===== config.mk =====
export PLATFORM = sky130hd
export DESIGN_NAME = pct_ram
export DESIGN_NICKNAME = d
export VERILOG_FILES = /design/src/rtl/priority_collection_table_assert.svh /design/src/rtl/pct_ram.sv
export SDC_FILE = /design/constraint.sdc
export NUM_CORES = 1
export LEC_CHECK = 0
export ABC_AREA = 0
export ABC_CLOCK_PERIOD_IN_PS = 2580
export BUFFER_PORTS_ARGS = -buffer_cell sky130_fd_sc_hd__buf_2
export CAP_MARGIN = 20
export CORE_UTILIZATION = 36
export DETAILED_ROUTE_END_ITERATION = 10
export PLACE_DENSITY = 0.49
export SYNTH_ARGS = -nofsm -noshare
export SYNTH_HDL_FRONTEND = slang
export SYNTH_SLANG_ARGS = --single-unit

===== constraint.sdc =====
create_clock -name clk -period 2.58 [get_ports clk]
set_input_delay 0.516 -clock clk [delete_from_list [all_inputs] [get_ports clk]]
set_output_delay 0.516 -clock clk [all_outputs]
set_load 0.02 [all_outputs]

===== src/rtl/priority_collection_table_assert.svh =====
// Assertion macros shared by the priority collection table RTL.
// Depends on nothing; expects clk and rst in the scope of each use.
`ifndef PRIORITY_COLLECTION_TABLE_ASSERT_SVH
`define PRIORITY_COLLECTION_TABLE_ASSERT_SVH

// Same-cycle implication, checked outside reset.
`define PCT_ASSERT_NOW(label, ante, cons, msg) \
  label: assert property (@(posedge clk) disable iff (rst) (ante) |-> (cons)) \
    else $error(msg);

// Next-cycle implication, checked outside reset.
`define PCT_ASSERT_NEXT(label, ante, cons, msg) \
  label: assert property (@(posedge clk) disable iff (rst) (ante) |=> (cons)) \
    else $error(msg);

`endif


===== src/rtl/pct_ram.sv =====
// Generic simple dual-port RAM: one write port, one registered read port.
// Standalone; holds the slot table of the priority collection table.
module pct_ram #(
  parameter int WIDTH = 8,
  parameter int DEPTH = 16
) (
  input  logic                     clk,
  input  logic                     we,
  input  logic [$clog2(DEPTH)-1:0] waddr,
  input  logic [WIDTH-1:0]         wdata,
  input  logic [$clog2(DEPTH)-1:0] raddr,
  output logic [WIDTH-1:0]         rdata
);

  logic [WIDTH-1:0] mem [DEPTH];

  // Write port and registered read port.
  always_ff @(posedge clk) begin
    if (we) begin
      mem[waddr] <= wdata;
    end
    rdata <= mem[raddr];
  end

endmodule


==> impl_metrics.env <==
export IMPL_status="complete, no violations"
export IMPL_yosys_top_cells_area="edfxtp_1 75%, mux4_2 7.9%, mux4_1 7.1%, dfxtp_1 3.1%, a22oi_1 2.3%"
export IMPL_routedWlPerCell_um=21.3
export IMPL_finalNonFillerCells=475
export IMPL_core_um2=13900
export IMPL_hold_slack_ns=0.493
export IMPL_critPathCaptureType="flip-flop"
export IMPL_ys_warn_count=0
export IMPL_ctsRootBufferMaster="clkbuf_16"
export IMPL_fmax_ghz=0.619
export IMPL_clock_skew_ns=0.00558
export IMPL_overflow=0
export IMPL_timing_max_transition_violations_final=0
export IMPL_post_cts_resize_count=0
export IMPL_ios=26
export IMPL_yosysMostFrequentCell="edfxtp_1"
export IMPL_max_vdd_ir_drop_mv=0.475
export IMPL_synth_ff_latch_count=136
export IMPL_cts_max_path_buffers=2
export IMPL_rows=43
export IMPL_dp_hpwl_um=6340
export IMPL_synth_edf_count=128
export IMPL_tightestPinTransition_ns=0.733
export IMPL_slew_headroom_pct=51.0
export IMPL_critPathKind="in -> reg"
export IMPL_finalSetupViolations=0
export IMPL_synthArstFlopShare_pct=0
export IMPL_syn_to_final_growth_pct=19.4
export IMPL_drt_iter0_drc=224
export IMPL_wirelength_um=10100
export IMPL_htreeDepth=4
export IMPL_final_layout_size_suffix_gt1_share_pct=30.2
export IMPL_fin_crit_sh_pct=62.6
export IMPL_gp_congestion=0.692
export IMPL_total_power_mw=5.03
export IMPL_place_area_um2=5580
export IMPL_clock_latency_ns=0.40
export IMPL_fin_util_pct=44.1
export IMPL_postLayoutCellArea_um2=6150
export IMPL_cts_tree="done"
export IMPL_final_net_count=300
export IMPL_die_area_um2=14800
export IMPL_initial_core_util_pct=36.9
export IMPL_numCtsBuffers=17
export IMPL_crit_arrival_ns=1.72
export IMPL_antenna_left=0
export IMPL_dp_slack_ns=0.558
export IMPL_cts_sinks=136
export IMPL_antenna_found_initial=1
export IMPL_grt_pass1_wl_um=15600
export IMPL_synth_top_area_cell="edfxtp_1"
export IMPL_ys_types=19
export IMPL_synth_ff_type="edfxtp_1"
export IMPL_path_clk_slew_ns=0.05
export IMPL_r2r_start="mem[0][7]$_DFFE_PP_"
export IMPL_setup_tns_ns=0
export IMPL_period_needed_ns=1.61
export IMPL_synth_cells=229
export IMPL_cts_hold_buf=0
export IMPL_antenna_cells=0
export IMPL_crit_path_start_kind="input pin"
export IMPL_ys_seq_area_share_pct=77.8
export IMPL_synth_top_area_share_pct=74.7
export IMPL_p_per_area_nw_per_um2=818
export IMPL_synth_common_cells="128 x edfxtp_1, 18 x mux4_2, 16 x a22oi_1"
export IMPL_die_w_um=122
export IMPL_synth_nets=247
export IMPL_io_buffers=25
export IMPL_hold_class="in -> reg"
export IMPL_vias_per_cell=5.08
export IMPL_drv_cap=0
export IMPL_drt_pass1_iter_count=4
export IMPL_grt_pass1_vias=2552
export IMPL_avgSynthCellArea_um2=22.5
export IMPL_p_leak_nw=2.08
export IMPL_die_h_um=122
export IMPL_finalHoldViolCount=0
export IMPL_grt_max_degree=33
export IMPL_crit_fanout=6
export IMPL_dp_cells=443
export IMPL_post_cts_buffers=0
export IMPL_grt_util_all_layers_pct=15.4
export IMPL_drc_errors=0
export IMPL_netlist_area_um2=5150
export IMPL_cp_required_ns=2.69
export IMPL_via_count=2412
export IMPL_min_delay_start="wdata[5]"
export IMPL_startpoint="waddr[2]"
export IMPL_fin_ws_ns=0.965
export IMPL_rsz0062_at_grt="false"
==> final cells by class <==
cell class | instances | area, um^2
clock inverter | 7 | 93.8
tap | 180 | 225
fill | 1197 | 7790
multi-input combinational | 83 | 1060
timing repair buffer | 44 | 293
sequential | 136 | 4000
clock buffer | 25 | 475
==> kinds of logic after synthesis <==
| logic type | count (synthesis) | synth area share, % |
|---|---|---|
| multiplexers | 32 | 15.0 |
| flip-flops | 136 | 77.8 |
| AO/OA/AOI/OAI | 16 | 2.33 |
| buffers and inverters | 10 | 1.68 |
| AND/OR/NAND/NOR | 35 | 3.18 |
==> power breakdown <==
part	total (mW)	internal, mW	switching (mW)
logic	0.242	0.0993	0.143
registers	2.49	2.47	0.0141
clock network	2.30	1.47	0.831
total	5.03	4.04	0.988
==> flip-flops by register name (all words and copies together), names as in the netlist <==
| register | flops |
|---|---|
| mem | 128 |
| rdata | 8 |
==> final timing paths <==
| check | slack [ns] | depth (start not counted) | endpoint |
|---|---|---|---|
| worst max-delay path | 0.97 | 4 | mem[0][2]$_DFFE_PP_ |
| worst min-delay path | 0.49 | 1 | mem[4][5]$_DFFE_PP_ |
| worst max register to register | 1.25 | 3 | rdata[7]$_DFF_P_ |
| worst min register to register | 0.68 | 3 | rdata[3]$_DFF_P_ |
==> cells in the final DEF (no fill, tap or decap), drive strengths merged, types with 2 or more instances in the layout <==
master and instances:
nor2 13, mux4 32, edfxtp 128, clkinvlp 2, nand2 9, nand3b 2
buf 44, clkbuf 25, a22oi 16, nand2b 2, dfxtp 8, clkinv 3
bufinv 2, nor3 4
==> critical path: stages <==
cell and delay [ns]:
buf_2 0.12, or3b_2 0.50, nor3_1 0.34, buf_4 0.24
==> metal layers <==
metal	up-vias	part of all wire, %	track usage [%]	wire [um]
li1	1077	-	-	-
met1	1256	47	21.6	4780
met2	70	46	22.6	4660
met3	7	5.7	4.68	572
met4	2	0.65	5.40	66
met5	-	0.12	0	12
Power figures use the tool's default switching activity.
